===== src/rtl/sdbs_pkg.sv =====
// Shared types and constants for the sorted dictionary search block.
`default_nettype none

package sdbs_pkg;

  localparam int WORD_W      = 128;
  localparam int QUEUE_DEPTH = 2;

  typedef enum logic {
    OP_WRITE = 1'b0,
    OP_QUERY = 1'b1
  } op_t;

  typedef struct packed {
    op_t         op;
    logic [15:0] entry_index;
    logic [63:0] word_high;
    logic [63:0] word_low;
  } item_t;

  typedef struct packed {
    logic        found;
    logic [15:0] last_probe;
  } result_t;

  // Classified work handed from the front to the back.
  typedef struct packed {
    op_t               op;
    logic [15:0]       index;
    logic [WORD_W-1:0] word;
  } entry_t;

  typedef enum logic [1:0] {
    BK_IDLE,
    BK_PROBE,
    BK_CHECK
  } back_state_t;

endpackage

`default_nettype wire


===== src/rtl/sdbs_queue.sv =====
// Short FIFO between front and back.
`default_nettype none

module sdbs_queue #(
  parameter int DEPTH = 2
) (
  input  wire logic             clk,
  input  wire logic             rst,
  input  wire logic             push,
  input  wire sdbs_pkg::entry_t push_data,
  input  wire logic             pop,
  output sdbs_pkg::entry_t      head,
  output logic                  full,
  output logic                  empty
);
  import sdbs_pkg::*;

  localparam int PTR_W = (DEPTH > 1) ? $clog2(DEPTH) : 1;

  entry_t           slots [DEPTH];
  logic [PTR_W-1:0] wr_ptr;
  logic [PTR_W-1:0] rd_ptr;
  logic [PTR_W:0]   count;

  assign full  = count == (PTR_W + 1)'(DEPTH);
  assign empty = count == '0;
  assign head  = slots[rd_ptr];

  always_ff @(posedge clk) begin
    if (push) begin
      slots[wr_ptr] <= push_data;
    end
  end

  always_ff @(posedge clk) begin
    if (rst) begin
      wr_ptr <= '0;
      rd_ptr <= '0;
      count  <= '0;
    end else begin
      if (push) begin
        wr_ptr <= (wr_ptr == PTR_W'(DEPTH - 1)) ? '0 : wr_ptr + PTR_W'(1);
      end
      if (pop) begin
        rd_ptr <= (rd_ptr == PTR_W'(DEPTH - 1)) ? '0 : rd_ptr + PTR_W'(1);
      end
      if (push && !pop) begin
        count <= count + (PTR_W + 1)'(1);
      end else if (pop && !push) begin
        count <= count - (PTR_W + 1)'(1);
      end
    end
  end

endmodule

`default_nettype wire


===== config.mk =====
export PLATFORM = sky130hd
export DESIGN_NAME = sdbs_queue
export DESIGN_NICKNAME = d
export VERILOG_FILES = /design/src/rtl/sdbs_pkg.sv /design/src/rtl/sdbs_queue.sv
export SDC_FILE = /design/constraint.sdc
export NUM_CORES = 1
export LEC_CHECK = 0
export BUFFER_PORTS_ARGS = -buffer_cell sky130_fd_sc_hd__buf_2
export CAP_MARGIN = 10
export CORE_UTILIZATION = 35
export DETAILED_ROUTE_END_ITERATION = 16
export HOLD_SLACK_MARGIN = 0.05
export PLACE_DENSITY = 0.62
export SLEW_MARGIN = 20
export SYNTH_ARGS = -nofsm -noshare
export SYNTH_HDL_FRONTEND = slang
export SYNTH_SLANG_ARGS = --single-unit
export TNS_END_PERCENT = 5

===== constraint.sdc =====
create_clock -name clk -period 8.67 [get_ports clk]
set_clock_uncertainty 0.05 [all_clocks]
set_input_delay 1.734 -clock clk [delete_from_list [all_inputs] [get_ports clk]]
set_output_delay 1.734 -clock clk [all_outputs]
set_load 0.05 [all_outputs]

# [Word level (Yosys, flattened, before mapping)]
# Memories as Yosys holds them, arrays and structs flattened. A register that Yosys moved wholly into a read port is not among the register bits.
# Cells that the tools add are included.
[totals] memories=1 out_inout_bits=147 wordCells=23 input_bits=149 mem_bits_rw=290 ff_bits=4
[mem_list] memory="slots" words=2 width=145 read_ports=1 rd_ports_with_merged_regs=1 wr=1 line="sdbs_queue.sv:20" source="entry_t slots [DEPTH];"
[classes] n_mux=8 eq_ne=1 n_addsub=4 n_reduce_logical=6
[op_table] operator="two-way mux 1 bit" n=6
[op_table] operator="two-way mux 2 bit" n=2
[op_table] operator="adder 1 bit (second input constant)" n=2
[op_table] operator="adder 2 x 1 -> 2 bit (second input constant)" n=1
[op_table] operator="equality test 2 bit (second input constant)" n=1
[op_table] operator="logical AND 1 bit" n=2
[op_table] operator="logical NOT 1 bit" n=2
[op_table] operator="logical NOT 2 bit" n=1
[op_table] operator="nonzero test 2 bit" n=1
[op_table] operator="subtractor 2 x 1 -> 2 bit (second input constant)" n=1

# [Depth between registers and ports, before layout]
# Gate-level depths: netlist of run 1.
[logic_depth] ltp_word=4 ltp_mapped=5 depth_no_buf=5

# [Worst setup path before layout of run 1]
# OpenSTA, ideal clock, no wires.
[synth_timing] path_kind="in2reg" from="in push" to="mem slots[0][0] (netlist bit), enable pin" arrival_time_ns=8.008 path_stages=1 setup_ns=0.669 path_buffers=0 setup_slack_ns=-0.057 required_time_ns=7.951 path_cell_list="nor2b_1"
[synth_between] elab_chain_cells=2
[synth_lines] item="from (decl)" line="sdbs_queue.sv:9" source="input wire logic push,"
[synth_lines] item="two-way mux 1 bit" line="sdbs_queue.sv:30" source="if (push) begin"
[synth_lines] item="two-way mux 1 bit (implied by the code)" line="sdbs_queue.sv:31" source="slots[wr_ptr] <= push_data;"
[synth_lines] item="to (decl)" line="sdbs_queue.sv:20"
# Every way passes these cells.

==> results of run 1 <==
==> per-layer routing <==
metal  GRT usage  up-vias  part of all wire
met2       0.225      197              0.51
li1            -     2521                 -
met1       0.137     2645              0.37
met3      0.0471       46             0.087
met5           0        -            0.0017
met4      0.0449        6             0.031
==> flip-flops by register name, indices dropped and copies added (netlist names), named ones only <==
name,count
slots,290
count,2
rd_ptr,1
wr_ptr,1
==> worst min-delay path: cells and delay by family (launching register included) <==
family / cells / cell delay [ns]
compound gates: 2 / 0.14
flops: 1 / 0.32
==> layout by cell type, fill, tap and decap left out, types with 2 or more instances in the layout <==
cell / netlist / layout
xor2_1: 2 / 2
mux2_2: 95 / 95
clkbuf_1: 0 / 14
buf_4: 0 / 6
clkinv_2: 0 / 2
diode_2: 0 / 3
edfxtp_1: 290 / 290
xnor2_1: 2 / 2
clkbuf_16: 0 / 31
nor2_1: 5 / 5
dfxtp_1: 5 / 4
bufinv_16: 0 / 4
mux2_4: 50 / 50
buf_2: 9 / 295
==> power groups by stage <==
stage / registers (mW) / clock network, mW / logic [mW]
2_1_floorplan: 1.72 / 0 / 0.453
3_3_place_gp: 1.73 / 0 / 0.576
3_5_place_dp: 1.73 / 0 / 0.580
4_1_cts: 1.70 / 1.32 / 0.581
5_1_grt: 1.71 / 1.36 / 0.606
6_report: 1.70 / 1.28 / 0.575
==> final cells by class <==
class | count | area [um^2]
Antenna cell | 3 | 7.51
Clock buffer | 46 | 842
Clock inverter | 8 | 141
Fill cell | 2705 | 16800
Inverter | 1 | 3.75
Multi-Input combinational cell | 161 | 1930
Sequential cell | 295 | 8810
Tap cell | 396 | 495
Timing Repair Buffer | 302 | 1550
==> through the flow <==
stage | instance area (um^2) | std cells | setup WS [ns] | hold slack [ns]
after floorplan | 10900 | 473 | 2.67 | 0.411
after global placement | 12800 | 1154 | 4.34 | 0.435
final | 13800 | 1212 | 3.80 | 0.463
after CTS | 13700 | 1208 | 3.74 | 0.468
after detailed placement | 12800 | 1154 | 4.33 | 0.458
after global routing | 13800 | 1210 | 3.62 | 0.509
==> synth_stat cells <==
| cell type | number | area, um^2 |
|---|---|---|
| edfxtp_1 | 290 | 8710 |
| mux2_2 | 95 | 1070 |
| mux2_4 | 50 | 751 |
| buf_2 | 9 | 45.0 |
| buf_6 | 7 | 78.8 |
| dfxtp_1 | 5 | 100 |
| nor2_1 | 5 | 18.8 |
| nor2b_1 | 2 | 12.5 |
| xnor2_1 | 2 | 17.5 |
| xor2_1 | 2 | 17.5 |
| a21oi_1 | 1 | 5.00 |
| and2_1 | 1 | 6.26 |
| ha_1 | 1 | 12.5 |
| inv_1 | 1 | 3.75 |
| o21ai_0 | 1 | 5.00 |
| or3_1 | 1 | 6.26 |
==> cell families (layout without fill, tap and decap cells) <==
logic type / Yosys count / after routing / synth area share
flops: 295 / 295 / 0.811
mux: 145 / 145 / 0.168
buf+inv: 17 / 357 / 0.0118
simple gates: 9 / 9 / 0.00403
xor+xnor: 4 / 4 / 0.00323
compound gates: 2 / 2 / 0.000921
fa+ha+maj: 1 / 1 / 0.00115
other cells: 0 / 3 / 0
==> worst max path at each step <==
stage	endpoint	slack, ns	cells after the start
after global placement	head[37]	4.34	3
after floorplan	slots[0][0]	2.67	1
after global routing	head[47]	3.62	3
after CTS	head[37]	3.74	3
after detailed placement	head[37]	4.33	3
final	head[37]	3.80	3
==> impl_metrics.tcl, run 1 <==
set metrics [dict create \
    ant_nets 0 \
    r2r_cells 3 \
    cts_root_buffer "clkbuf_16" \
    ctsHoldBuffers 0 \
    min_to "count[1]" \
    start_kind "register" \
    dr.pass1.iters 6 \
    grt_usage 0.126 \
    routed_wl_mm 21.3 \
    min_period_ns 4.87 \
    reg2reg_from "wr_ptr" \
    ios 296 \
    post_drt_wl_per_cell_um 17.5 \
    min_path_cells 2 \
    slowest_stage "dfxtp_4" \
    area_delta_synth_final_pct 26.9 \
    dp.final_hpwl_mm 14.1 \
    fmax_mhz 205 \
    routed-via-count 5415 \
    required_ns 6.89 \
    postSynthNetCount 623 \
    holdCritPathClass "reg -> reg" \
    crit_type "reg -> out" \
    clock_latency_ns 0.54 \
    grt_pass1_vias 5639 \
    syn_area_mm2 0.0109 \
    regToRegEndpoint "slots[0][111]" \
    grt_pass1_wl_mm 30.5 \
    crit_family "buffers and inverters" \
    port_buffers 295 \
    syn_inst 473 \
    synth.distinct_cells 16 \
    p_int_mw 2.62 \
    numClockSinks 295 \
    cts_resized 0 \
    hold_path.startpoint "count[1]" \
    die_h_um 178 \
    core-area_mm2 0.0306 \
    hold_violations 0 \
    path_max_fanout 64 \
    combPwrFrac 0.162 \
    cts_tree "built" \
    globalRouteOverflowTotal 0 \
    switching_share 0.263 \
    die-area_mm2 0.0317 \
    ctsHtreeMaxLevel 1 \
    slew-limit-headroom 0.375 \
    crit_arrival_ns 3.09 \
    tns_ns 0 \
    cp-end-kind "output pin" \
    clockBufferDepth 3 \
    finalCritPeriodShare 0.562 \
    slowest_delay_ns 0.93 \
    routed_via_density 4.47 \
    max-cap-violations 0 \
    ys_ff_latch 295 \
    drv_slew 0 \
    avgSynthCellArea_um2 23.0 \
    reg2reg_slack_ns 6.41 \
    ir_drop_mv 0.149 \
    finalNetCount 941 \
    finalSetupViolCount 0 \
    drive_above_1_share 0.601 \
    status "finished clean" \
    row_count 64 \
    die_w_um 178 \
    initial_core_util 0.355 \
    p_sw_uw 936 \
    final_util 0.451 \
    drt-initial-drc-count 226 \
    rsz0062_at_grt "no" \
    p_leak_nw 5.23 \
    yosysSeqAreaShare 0.811 \
    cts_setup_buffers 0 \
    gp_congestion 0.745 \
    grt_max_degree 65 \
    pwr-share-clk 0.360 \
    cts_buffers 30 \
    drc 0 \
    pwr-share-seq 0.478 \
    path_buf_inv 2 \
    p_per_area_mw_per_mm2 258 \
    worstPathCellList "buf_4 -> mux2_2 -> buf_2" \
    ys_warn_count 0 \
    grt_antenna_before_repair 5 \
    clk_pin_slew_ns 0.06 \
    worst_pin_slew_ns 0.938 \
    p_total_mw 3.56 \
]
Note: power is estimated with default switching activity, not from simulation.
==> run 2, diff against run 1 <==
Settings changed: ABC_AREA set to 1.
Clock period 8.67 ns to 4.07 ns, I/O delays scaled along.
==> run 2 against run 1 <==
Net effect:
- register-to-register slack lost 4.2 ns
- highest routed layer unchanged
- routed wire length down 1.8%
- sequential cell count unchanged
- critical path type unchanged
- non-clock buffer count decreased by 1
- critical endpoint is now head[131]
- utilization up 0.32 points
==> impl_metrics.tcl, run 2 <==
set metrics [dict create \
    cts_buffers 31 \
    yosysSeqAreaShare 0.810 \
    drv_slew 0 \
    synth-simple-area-share 0.00564 \
    synth_edf_count 290 \
    required_ns 3.21 \
    core-area_mm2 0.0306 \
    dp_slack_ns 1.72 \
    die_h_um 178 \
    yosysTopAreaCellShare 0.800 \
    clockBufferDepth 3 \
    initial_core_util 0.356 \
    hold_slack_ns 0.398 \
    synth.distinct_cells 16 \
    synthAdderAreaFrac 0.00115 \
    synth_top_family_by_area "multiplexers" \
    ios 296 \
    dr.pass1.iters 4 \
    reg2reg_from "wr_ptr" \
    cts_tree "built" \
    layout_common_cells "buf_2, edfxtp_1, mux2_2" \
    die-area_mm2 0.0318 \
    syn_inst 484 \
    finalSetupViolCount 0 \
    worst_pin_slew_ns 0.687 \
    grt_max_degree 82 \
    fmax_mhz 346 \
    clk_pin_slew_ns 0.06 \
    gp_congestion 0.684 \
    ant_nets 0 \
    p_leak_nw 5.28 \
    top_regs "slots: 290 flops, count: 2 flops" \
    holdCritPathClass "in -> reg" \
    setup_ws_ns 1.18 \
    synth-xor-area-share 0.000805 \
    clock_latency_ns 0.55 \
    tns_ns 0 \
    p_total_mw 7.54 \
    worstPathCellList "buf_12 -> mux2_2 -> buf_2" \
    max-cap-violations 0 \
    synth_area_leaders "edfxtp_1, mux2_2, mux2_4" \
    numClockSinks 295 \
    status "finished clean" \
    p_per_area_mw_per_mm2 543 \
    slowest_delay_ns 0.40 \
    min_period_ns 2.89 \
    port_buffers 295 \
    start_kind "register" \
    cts_setup_buffers 0 \
    slowest_stage "mux2_2" \
    crit_type "reg -> out" \
    largest-register "slots" \
    ctsHtreeMaxLevel 1 \
    ys_warn_count 0 \
    final_util 0.454 \
    yosysTopAreaCell "edfxtp_1" \
    drc 0 \
    hold_violations 0 \
    final.fill_count 2700 \
    layout_commonest_cell "buf_2" \
    ys.flop_type "edfxtp_1" \
    area_delta_synth_final_pct 27.6 \
    cts_resized 0 \
    avgSynthCellArea_um2 22.5 \
    finalNetCount 952 \
    path_max_fanout 81 \
    synth-async-reset-ratio 0 \
    design_area_mm2 0.0139 \
    dp.final_hpwl_mm 13.5 \
    grt_pass1_vias 5570 \
    synth_common_cells "edfxtp_1, mux2_2, mux2_4, buf_2, inv_1" \
    dpl-instance-area_mm2 0.0129 \
    placedCellCount 1165 \
    drive_above_1_share 0.595 \
    ir_drop_mv 0.348 \
    synth-compound-area-share 0.000920 \
    routed-via-count 5475 \
    row_count 64 \
    grt_antenna_before_repair 3 \
    grt_usage 0.124 \
    rsz0062_at_grt "no" \
    ys_ff_latch 295 \
    routed_via_density 4.48 \
    drt-initial-drc-count 308 \
    largest_reg_flops 290 \
    reg2reg_slack_ns 2.25 \
    synthMuxAreaShare 0.167 \
    cts_root_buffer "clkbuf_16" \
    postSynthNetCount 634 \
    hold_path.startpoint "push_data[55]" \
    path_buf_inv 2 \
    finalCritPeriodShare 0.711 \
    routed_wl_mm 20.9 \
    cp-end-kind "output pin" \
    finalNonFillerCells 1222 \
    die_w_um 178 \
    crit_family "buffers and inverters" \
    ctsHoldBuffers 0 \
    post_drt_wl_per_cell_um 17.1 \
    slew-limit-headroom 0.542 \
    syn_area_mm2 0.0109 \
    yosysMostFrequentCell "edfxtp_1" \
    crit_arrival_ns 2.03 \
    grt_pass1_wl_mm 30.4 \
    globalRouteOverflowTotal 0 \
]
run 2: cell count changes after synthesis, sizes merged, moves of 2 or more:
cell,change
nand2,+5
inv,+8
nor2b,-2
nor2,+2
xor2,-2
run 2: logic make-up after synthesis:
| kind of cell | count (synthesis) |
|---|---|
| AND/OR/NAND/NOR | 15 |
| buffers and inverters | 25 |
| XOR/XNOR | 1 |
| adder cells (fa/ha/maj) | 1 |
| AO/OA/AOI/OAI | 2 |
| flip-flops | 295 |
| multiplexers | 145 |
run 2: cell type report:
type / instances / area [um^2] / share of cell area
multi-input cells: 164 / 1920 / 0.138
well taps: 396 / 495 / 0.0357
inverters: 9 / 38.8 / 0.00279
repair buffers: 301 / 1600 / 0.115
clock buffers: 40 / 810 / 0.0583
flip-flops and latches: 295 / 8810 / 0.635
clock inverters: 16 / 205 / 0.0148
diodes: 1 / 2.50 / 0.000180
run 2: metal layers:
metal / up-vias / GRT usage / wire (um)
met5: - / 0 / 45
met4: 6 / 0.0392 / 469
met3: 39 / 0.0503 / 2120
met2: 206 / 0.204 / 9860
met1: 2661 / 0.148 / 8380
li1: 2563 / - / -
run 2: final timing paths:
kind | end | cells after the start
hold / removal | slots[1][55] | 1
setup / recovery | head[131] | 3
setup reg to reg | slots[1][15] | 3
hold reg to reg | count[0] | 2
run 2: where the power goes:
part,leakage (nW),switching [mW],internal (mW),total [mW]
registers,2.76,0.0360,3.52,3.56
clock network,0.491,1.09,1.71,2.80
logic,2.03,0.833,0.353,1.19
run 2: worst reg2reg max path, stage by stage, from the launching register on:
cell and delay (ns):
dfxtp_1 0.39, nand2_1 0.13, inv_6 0.52, buf_12 0.38
